<file path="src/rtl/core/mvslt_pkg.sv">
// Shared types, constants and helper functions for the MAC/VLAN socket lookup table.
// No dependencies; imported by every module of the block.
`default_nettype none

package mvslt_pkg;

	localparam int NUM_PORTS       = 4;
	localparam int NUM_BUCKETS     = 16;
	localparam int WAYS_PER_BUCKET = 4;

	localparam int TABLE_SIZE = NUM_PORTS * NUM_BUCKETS * WAYS_PER_BUCKET;
	localparam int ADDR_W     = (TABLE_SIZE > 1) ? $clog2(TABLE_SIZE) : 1;
	localparam int BKT_W      = $clog2(NUM_BUCKETS);
	localparam int WAY_W      = (WAYS_PER_BUCKET > 1) ? $clog2(WAYS_PER_BUCKET) : 1;
	localparam int CNT_W      = $clog2(WAYS_PER_BUCKET + 1);

	localparam int MASK_W     = 4;
	localparam int CFG_IDX_W  = 1;
	localparam int CFG_DATA_W = 4;
	localparam int KEY_W      = 64;
	localparam int SOCK_W     = 8;
	localparam int HASH_LUT_N = 256;

	typedef enum logic [1:0] {
		OP_LOOKUP = 2'd0,
		OP_BIND   = 2'd1,
		OP_UNBIND = 2'd2,
		OP_NONE   = 2'd3
	} opcode_t;

	typedef enum logic [2:0] {
		ST_OK        = 3'd0,
		ST_BAD_PORT  = 3'd1,
		ST_DUPLICATE = 3'd2,
		ST_FULL      = 3'd3,
		ST_NOT_FOUND = 3'd4
	} status_t;

	typedef enum logic [1:0] {
		PATH_DELIVER = 2'd0,
		PATH_SLOW    = 2'd1,
		PATH_DROP    = 2'd2
	} rx_path_t;

	typedef enum logic [CFG_IDX_W-1:0] {
		REG_PORT_VALID  = 1'd0,
		REG_BRIDGE_PORT = 1'd1
	} cfg_reg_t;

	typedef enum logic [1:0] {
		S_IDLE,
		S_SCAN,
		S_FINISH
	} state_t;

	typedef struct packed {
		logic [1:0]  opcode;
		logic [1:0]  port_index;
		logic [47:0] dst_mac;
		logic [15:0] vlan_id;
		logic [7:0]  socket_id;
	} in_word_t;

	typedef struct packed {
		logic [2:0] status;
		logic [1:0] rx_path;
		logic [7:0] matched_socket;
	} out_word_t;

	typedef struct packed {
		logic [KEY_W-1:0]  key;
		logic [SOCK_W-1:0] sock;
	} entry_t;

	// requests from the sequencer to the entry store
	typedef struct packed {
		logic              rd_en;
		logic [ADDR_W-1:0] rd_addr;
		logic              wr_en;
		logic [ADDR_W-1:0] wr_addr;
		entry_t            wr_entry;
		logic              vld_we;
		logic [ADDR_W-1:0] vld_addr;
		logic              vld_val;
	} mem_req_t;

	typedef struct packed {
		logic   vld;
		entry_t entry;
	} mem_rsp_t;

	typedef logic [BKT_W-1:0] bkt_lut_t [HASH_LUT_N];

	// folded hash byte -> bucket, built at elaboration
	function automatic bkt_lut_t mk_bkt_lut();
		bkt_lut_t lut;
		for (int i = 0; i < HASH_LUT_N; i++) begin
			lut[i] = BKT_W'(i % NUM_BUCKETS);
		end
		return lut;
	endfunction

	localparam bkt_lut_t BKT_LUT = mk_bkt_lut();

	function automatic logic [7:0] hash_byte(input logic [47:0] mac, input logic [15:0] vid);
		logic [7:0] x;
		x = vid[15:8] ^ vid[7:0];
		for (int i = 0; i < 6; i++) begin
			x = x ^ mac[8*i +: 8];
		end
		return x;
	endfunction

endpackage

`default_nettype wire

</file>
<file path="src/rtl/core/mvslt_ctrl.sv">
// Sequencer: captures a word, scans the bucket ways one read per cycle through the
// shared key compare, then commits the table update and loads the result register.
// Depends on mvslt_pkg; drives mvslt_store through mem_req_t.
`default_nettype none

module mvslt_ctrl
	import mvslt_pkg::*;
(
	input  wire logic              clk,
	input  wire logic              arst_n,
	input  wire logic [MASK_W-1:0] port_valid_mask,
	input  wire logic [MASK_W-1:0] bridge_port_mask,
	input  wire logic              in_valid,
	output logic                   in_ready,
	input  wire in_word_t          in_data,
	output logic                   out_valid,
	input  wire logic              out_ready,
	output out_word_t              out_data,
	output mem_req_t               mem_req,
	input  wire mem_rsp_t          mem_rsp
);

	state_t state_q, state_d;

	// captured word
	opcode_t            op_q;
	logic               in_range_q, port_ok_q, bridge_q;
	logic [KEY_W-1:0]   key_q;
	logic [SOCK_W-1:0]  sock_q;
	logic [ADDR_W-1:0]  base_q;

	// scan state
	logic [CNT_W-1:0]   cnt_q;
	logic               hit_q, free_q;
	logic [WAY_W-1:0]   hit_way_q, free_way_q;
	logic [SOCK_W-1:0]  hit_sock_q;

	logic               out_valid_q;
	out_word_t          out_data_q;

	logic               accept, need_scan, scan_done, cmp_en, key_eq, finish_go;
	logic               in_range, port_ok, bridge;
	logic [BKT_W-1:0]   bkt;
	logic [ADDR_W-1:0]  base;
	logic [WAY_W-1:0]   cmp_way;
	out_word_t          result;
	logic               do_bind_wr, do_unbind_clr;

	assign accept   = in_valid && in_ready;
	assign in_range = int'(in_data.port_index) < NUM_PORTS;
	assign port_ok  = in_range && port_valid_mask[in_data.port_index];
	assign bridge   = in_range && bridge_port_mask[in_data.port_index];
	assign bkt      = BKT_LUT[hash_byte(in_data.dst_mac, in_data.vlan_id)];
	assign base     = ADDR_W'((int'(in_data.port_index) * NUM_BUCKETS + int'(bkt))
		* WAYS_PER_BUCKET);

	always_comb begin
		case (opcode_t'(in_data.opcode))
			OP_LOOKUP, OP_BIND: need_scan = port_ok && !bridge;
			OP_UNBIND:          need_scan = in_range;
			default:            need_scan = 1'b0;
		endcase
	end

	assign scan_done = (cnt_q == CNT_W'(WAYS_PER_BUCKET));
	assign cmp_en    = (state_q == S_SCAN) && (cnt_q != '0);
	assign cmp_way   = WAY_W'(cnt_q - CNT_W'(1));
	assign key_eq    = mem_rsp.vld && (mem_rsp.entry.key == key_q);
	assign finish_go = (state_q == S_FINISH) && (!out_valid_q || out_ready);

	// next state
	always_comb begin
		state_d = state_q;
		unique case (state_q)
			S_IDLE:   if (in_valid) state_d = need_scan ? S_SCAN : S_FINISH;
			S_SCAN:   if (scan_done) state_d = S_FINISH;
			S_FINISH: if (!out_valid_q || out_ready) state_d = S_IDLE;
			default:  state_d = S_IDLE;
		endcase
	end

	// result and table update decided from the scan summary
	always_comb begin
		result        = '0;
		do_bind_wr    = 1'b0;
		do_unbind_clr = 1'b0;
		case (op_q)
			OP_LOOKUP: begin
				if (!port_ok_q) begin
					result.status  = ST_BAD_PORT;
					result.rx_path = PATH_DROP;
				end else if (bridge_q) begin
					result.status  = ST_BAD_PORT;
					result.rx_path = PATH_SLOW;
				end else if (hit_q) begin
					result.status         = ST_OK;
					result.rx_path        = PATH_DELIVER;
					result.matched_socket = hit_sock_q;
				end else begin
					result.status  = ST_NOT_FOUND;
					result.rx_path = PATH_SLOW;
				end
			end
			OP_BIND: begin
				if (!port_ok_q || bridge_q) begin
					result.status = ST_BAD_PORT;
				end else if (hit_q) begin
					result.status = ST_DUPLICATE;
				end else if (free_q) begin
					result.status = ST_OK;
					do_bind_wr    = 1'b1;
				end else begin
					result.status = ST_FULL;
				end
			end
			OP_UNBIND: begin
				if (!in_range_q) begin
					result.status = ST_BAD_PORT;
				end else if (hit_q) begin
					result.status = ST_OK;
					do_unbind_clr = 1'b1;
				end else begin
					result.status = ST_NOT_FOUND;
				end
			end
			default: result.status = ST_OK;
		endcase
	end

	// outputs
	always_comb begin
		in_ready          = (state_q == S_IDLE);
		mem_req           = '0;
		mem_req.rd_en     = (state_q == S_SCAN) && !scan_done;
		mem_req.rd_addr   = ADDR_W'(base_q + ADDR_W'(cnt_q[WAY_W-1:0]));
		mem_req.wr_en     = finish_go && do_bind_wr;
		mem_req.wr_addr   = ADDR_W'(base_q + ADDR_W'(free_way_q));
		mem_req.wr_entry  = '{key: key_q, sock: sock_q};
		mem_req.vld_we    = finish_go && (do_bind_wr || do_unbind_clr);
		mem_req.vld_addr  = do_bind_wr ? ADDR_W'(base_q + ADDR_W'(free_way_q))
			: ADDR_W'(base_q + ADDR_W'(hit_way_q));
		mem_req.vld_val   = do_bind_wr;
	end

	always_ff @(posedge clk or negedge arst_n) begin
		if (!arst_n) begin
			state_q     <= S_IDLE;
			cnt_q       <= '0;
			hit_q       <= 1'b0;
			free_q      <= 1'b0;
			out_valid_q <= 1'b0;
		end else begin
			state_q <= state_d;
			if (accept) begin
				cnt_q  <= '0;
				hit_q  <= 1'b0;
				free_q <= 1'b0;
			end else if (state_q == S_SCAN) begin
				if (!scan_done) begin
					cnt_q <= cnt_q + CNT_W'(1);
				end
				// first matching way and lowest free way
				if (cmp_en && key_eq && !hit_q) begin
					hit_q <= 1'b1;
				end
				if (cmp_en && !mem_rsp.vld && !free_q) begin
					free_q <= 1'b1;
				end
			end
			if (finish_go) begin
				out_valid_q <= 1'b1;
			end else if (out_ready) begin
				out_valid_q <= 1'b0;
			end
		end
	end

	always_ff @(posedge clk) begin
		if (accept) begin
			op_q       <= opcode_t'(in_data.opcode);
			in_range_q <= in_range;
			port_ok_q  <= port_ok;
			bridge_q   <= bridge;
			key_q      <= {in_data.dst_mac, in_data.vlan_id};
			sock_q     <= in_data.socket_id;
			base_q     <= base;
		end
		if (cmp_en && key_eq && !hit_q) begin
			hit_way_q  <= cmp_way;
			hit_sock_q <= mem_rsp.entry.sock;
		end
		if (cmp_en && !mem_rsp.vld && !free_q) begin
			free_way_q <= cmp_way;
		end
		if (finish_go) begin
			out_data_q <= result;
		end
	end

	assign out_valid = out_valid_q;
	assign out_data  = out_data_q;

endmodule

`default_nettype wire

</file>
<file path="config.mk">
export PLATFORM = sky130hd
export DESIGN_NAME = mvslt_ctrl
export DESIGN_NICKNAME = d
export VERILOG_FILES = /design/src/rtl/core/mvslt_pkg.sv /design/src/rtl/core/mvslt_ctrl.sv
export SDC_FILE = /design/constraint.sdc
export NUM_CORES = 1
export LEC_CHECK = 0
export ABC_AREA = 1
export BUFFER_PORTS_ARGS = -buffer_cell sky130_fd_sc_hd__buf_4
export CAP_MARGIN = 20
export CELL_PAD_IN_SITES_DETAIL_PLACEMENT = 1
export CELL_PAD_IN_SITES_GLOBAL_PLACEMENT = 1
export CORE_UTILIZATION = 33
export DETAILED_ROUTE_END_ITERATION = 16
export GPL_TIMING_DRIVEN = 0
export PLACE_DENSITY_LB_ADDON = 0.1
export SLEW_MARGIN = 20
export SYNTH_ARGS = -nofsm -noshare
export SYNTH_HDL_FRONTEND = slang
export SYNTH_SLANG_ARGS = --single-unit
</file>
<file path="constraint.sdc">
create_clock -name clk -period 3.28 [get_ports clk]
set_input_delay 0.656 -clock clk [delete_from_list [all_inputs] [get_ports clk]]
set_output_delay 0.656 -clock clk [all_outputs]
set_load 0.01 [all_outputs]
</file>
==> results.sh <==
export IMPL_wl_per_cell_um=16.1
export IMPL_ys_seq_area_frac=0.628
export IMPL_n_fill_cell=1903
export IMPL_vias=4786
export IMPL_post_route_drc_count=0
export IMPL_antennaDiodeCount=0
export IMPL_switching_power_uw=1740
export IMPL_grt_pass1_vias=4922
export IMPL_cts_tree="built"
export IMPL_overflow=0
export IMPL_critPathBufInv=4
export IMPL_highest_layer="met4"
export IMPL_dieArea_sq_mm=0.0170
export IMPL_grt_usage=0.208
export IMPL_clock_skew_final_ns=0.00605
export IMPL_rows=46
export IMPL_crit_arrival_ns=2.09
export IMPL_irDropWorstVdd_uv=386
export IMPL_design_core_area_sq_mm=0.0160
export IMPL_slew_viol_final=0
export IMPL_gp_congestion=0.796
export IMPL_clockBufferDepth=2
export IMPL_synth_cell_types=22
export IMPL_p_per_area_mw_per_mm2=676
export IMPL_netlist_instances=558
export IMPL_final_layout_size_suffix_gt1_frac=0.381
export IMPL_syn_nets=721
export IMPL_nNetsFinal=1017
export IMPL_drt_iter0_markers=151
export IMPL_post_cts_setup_buffer_count=0
export IMPL_relSlewSlack=0.374
export IMPL_whs_ns=0.0539
export IMPL_clkTransAtPathRegs_ns=0.06
export IMPL_end_kind="output pin"
export IMPL_syn2layout_area_growth_pct=54.8
export IMPL_slowest_delay_ns=0.46
export IMPL_die_x_um=130
export IMPL_portBuffers=275
export IMPL_viasPerCell=4.42
export IMPL_wl_met1_um=6810
export IMPL_final_common_cell="buf_4"
export IMPL_worstPathRequired_ns=2.62
export IMPL_worst_slew_pin_slew_ns=0.936
export IMPL_grt_max_degree=55
export IMPL_cap_violations=0
export IMPL_route_met3_wl_um=1390
export IMPL_die_height_um=130
export IMPL_cts_sinks=115
export IMPL_ant_nets=0
export IMPL_crit_chain="nor2_1 -> inv_1 -> nor2_1 -> buf_4 -> inv_1 -> a21oi_1 -> buf_4"
export IMPL_status="finished, final reports clean"
export IMPL_layout_common_cells="291 x buf_4, 148 x nand2_1, 113 x inv_1"
export IMPL_hold_viol_final=0
export IMPL_rsz0062_at_grt="false"
export IMPL_seq_area_sq_mm=0.00341
export IMPL_ios=276
export IMPL_clock_latency_ns=0.42
export IMPL_cp_slowest_cell="nor2_1"
export IMPL_dp_hpwl_um=14100
export IMPL_drt_wl_total_um=17400
export IMPL_cts_root_buf="clkbuf_16"
export IMPL_h_tree_depth=4
export IMPL_p_int_uw=3950
export IMPL_clkPwrFrac=0.335
export IMPL_ys_seq_elements=115
export IMPL_fmax_mhz=364
export IMPL_hold_path_class="input port to async pin"
export IMPL_fin_util=0.526
export IMPL_syn_area_per_cell_sq_um=9.74
export IMPL_firstDrtPassIters=4
export IMPL_p_seq_frac=0.387
export IMPL_power_share_switching=0.306
export IMPL_grt_pass1_wl_um=25400
export IMPL_antenna_found_initial=0
export IMPL_report_final_setup_viol=0
export IMPL_met2WireLength_um=8790
export IMPL_fin_crit_ns=2.74
export IMPL_tritoncts_num_buffers=17
export IMPL_critPathKind="register to output pin"
export IMPL_ctsResizeCount=0
export IMPL_crit_family="simple AND/OR/NAND/NOR gates"
export IMPL_ctsHoldBuffers=0
export IMPL_timing_final_crit_share=0.837
export IMPL_p_leak_uw=0.00410
export IMPL_start_kind="register"
export IMPL_multi_input_area_sq_mm=0.00148
export IMPL_ff2ff_setup_slack_ns=0.68
export IMPL_ys_warn_count=0
export IMPL_pwr_share_comb=0.278
export IMPL_synth_area_sq_mm=0.00544
export IMPL_cp_max_fo=9
export IMPL_initial_core_util=0.340
-- through the flow --
stage / instances / power (uW) / setup WS, ns / cell area, sq um / setup TNS, ns
after detailed placement: 1051 / 3820 / 0.495 / 7810 / 0
after CTS: 1083 / 5750 / 0.511 / 8420 / 0
after global routing: 1083 / 5970 / 0.365 / 8420 / 0
final: 1083 / 5690 / 0.536 / 8420 / 0
after floorplan: 558 / 2940 / 0.409 / 5440 / 0
after global placement: 1049 / 3760 / -0.578 / 7770 / -47.55
-- logic make-up (layout without fill, tap and decap cells) --
group           Yosys count  after routing  share of synthesized area
compound gates           41             41                     0.0433
xor+xnor                 38             38                     0.0612
fa+ha+maj                 2              2                    0.00460
buf+inv                 130            439                      0.100
flops                   115            115                      0.628
simple gates            232            232                      0.163
-- cells in the mapped netlist, drive strengths merged --
master	count	area, sq um
nor3	3	15.0
o31ai	1	7.51
a31o	1	8.76
inv	115	432
o21ai	24	120
xnor2	30	263
o21a	1	7.51
buf	15	113
o22ai	6	37.5
nand3	7	35.0
nand2	149	562
o21bai	1	7.51
dfrtp	8	200
o2111ai	1	8.76
xor2	8	70.1
nor2	73	274
edfxtp	107	3210
a21oi	6	37.5
ha	2	25.0
-- routing by layer --
layer	GRT usage	vias up
met5	0	-
met4	0.0920	0
met3	0.0754	31
met2	0.366	202
met1	0.224	2225
li1	-	2328
-- area by class of cell --
type | count | area share
Multi-Input combinational cell | 313 | 0.176
Tap cell | 216 | 0.0321
Timing Repair Buffer | 277 | 0.249
Buffer | 15 | 0.0134
Clock inverter | 15 | 0.0217
Sequential cell | 115 | 0.406
Clock buffer | 17 | 0.0505
Inverter | 115 | 0.0516
-- state kept, by name (all words and copies together), names as in the netlist --
signal,count
key_q,64
out_data,13
hit_sock_q,8
sock_q,8
base_q,6
cnt_q,3
free_way_q,2
hit_way_q,2
op_q,2
state_q,2
bridge_q,1
free_q,1
hit_q,1
out_valid,1
port_ok_q,1
-- worst paths after layout --
path | from | endpoint | depth (start not counted)
hold reg to reg | hit_sock_q[5]$_DFFE_PP_ | out_data[5]$_SDFFCE_PP0P_ | 2
setup reg to reg | cnt_q[0]$_DFFE_PN0P_ | hit_way_q[0]$_DFFE_PP_ | 9
max in group asynchronous | arst_n | free_q$_DFFE_PN0P_ | 1
hold / removal | arst_n | out_valid$_DFFE_PN0P_ | 1
setup / recovery | state_q[0]$_DFFE_PN0P_ | mem_req[9] | 7
min in group clk | in_data[4] | sock_q[4]$_DFFE_PP_ | 1
-- power by group through the flow --
stage                     Clock (uW)  Sequential, uW  Combinational, uW
after floorplan                    0            2310                628
after global placement             0            2250               1510
after detailed placement           0            2230               1600
after CTS                       1940            2200               1610
after global routing            1990            2240               1740
final                           1910            2200               1580
-- worst reg2reg max path, cell delays in order, from the launching register on --
cell     delay [ns]
dfrtp_1        0.38
inv_1          0.11
ha_1           0.24
a21oi_2        0.18
nand2_1        0.07
nor2_1         0.09
nand2_1        0.06
nor2_1         0.18
nand3_1        0.16
nor2_1         0.74
Note: power is estimated with default switching activity, not from simulation.
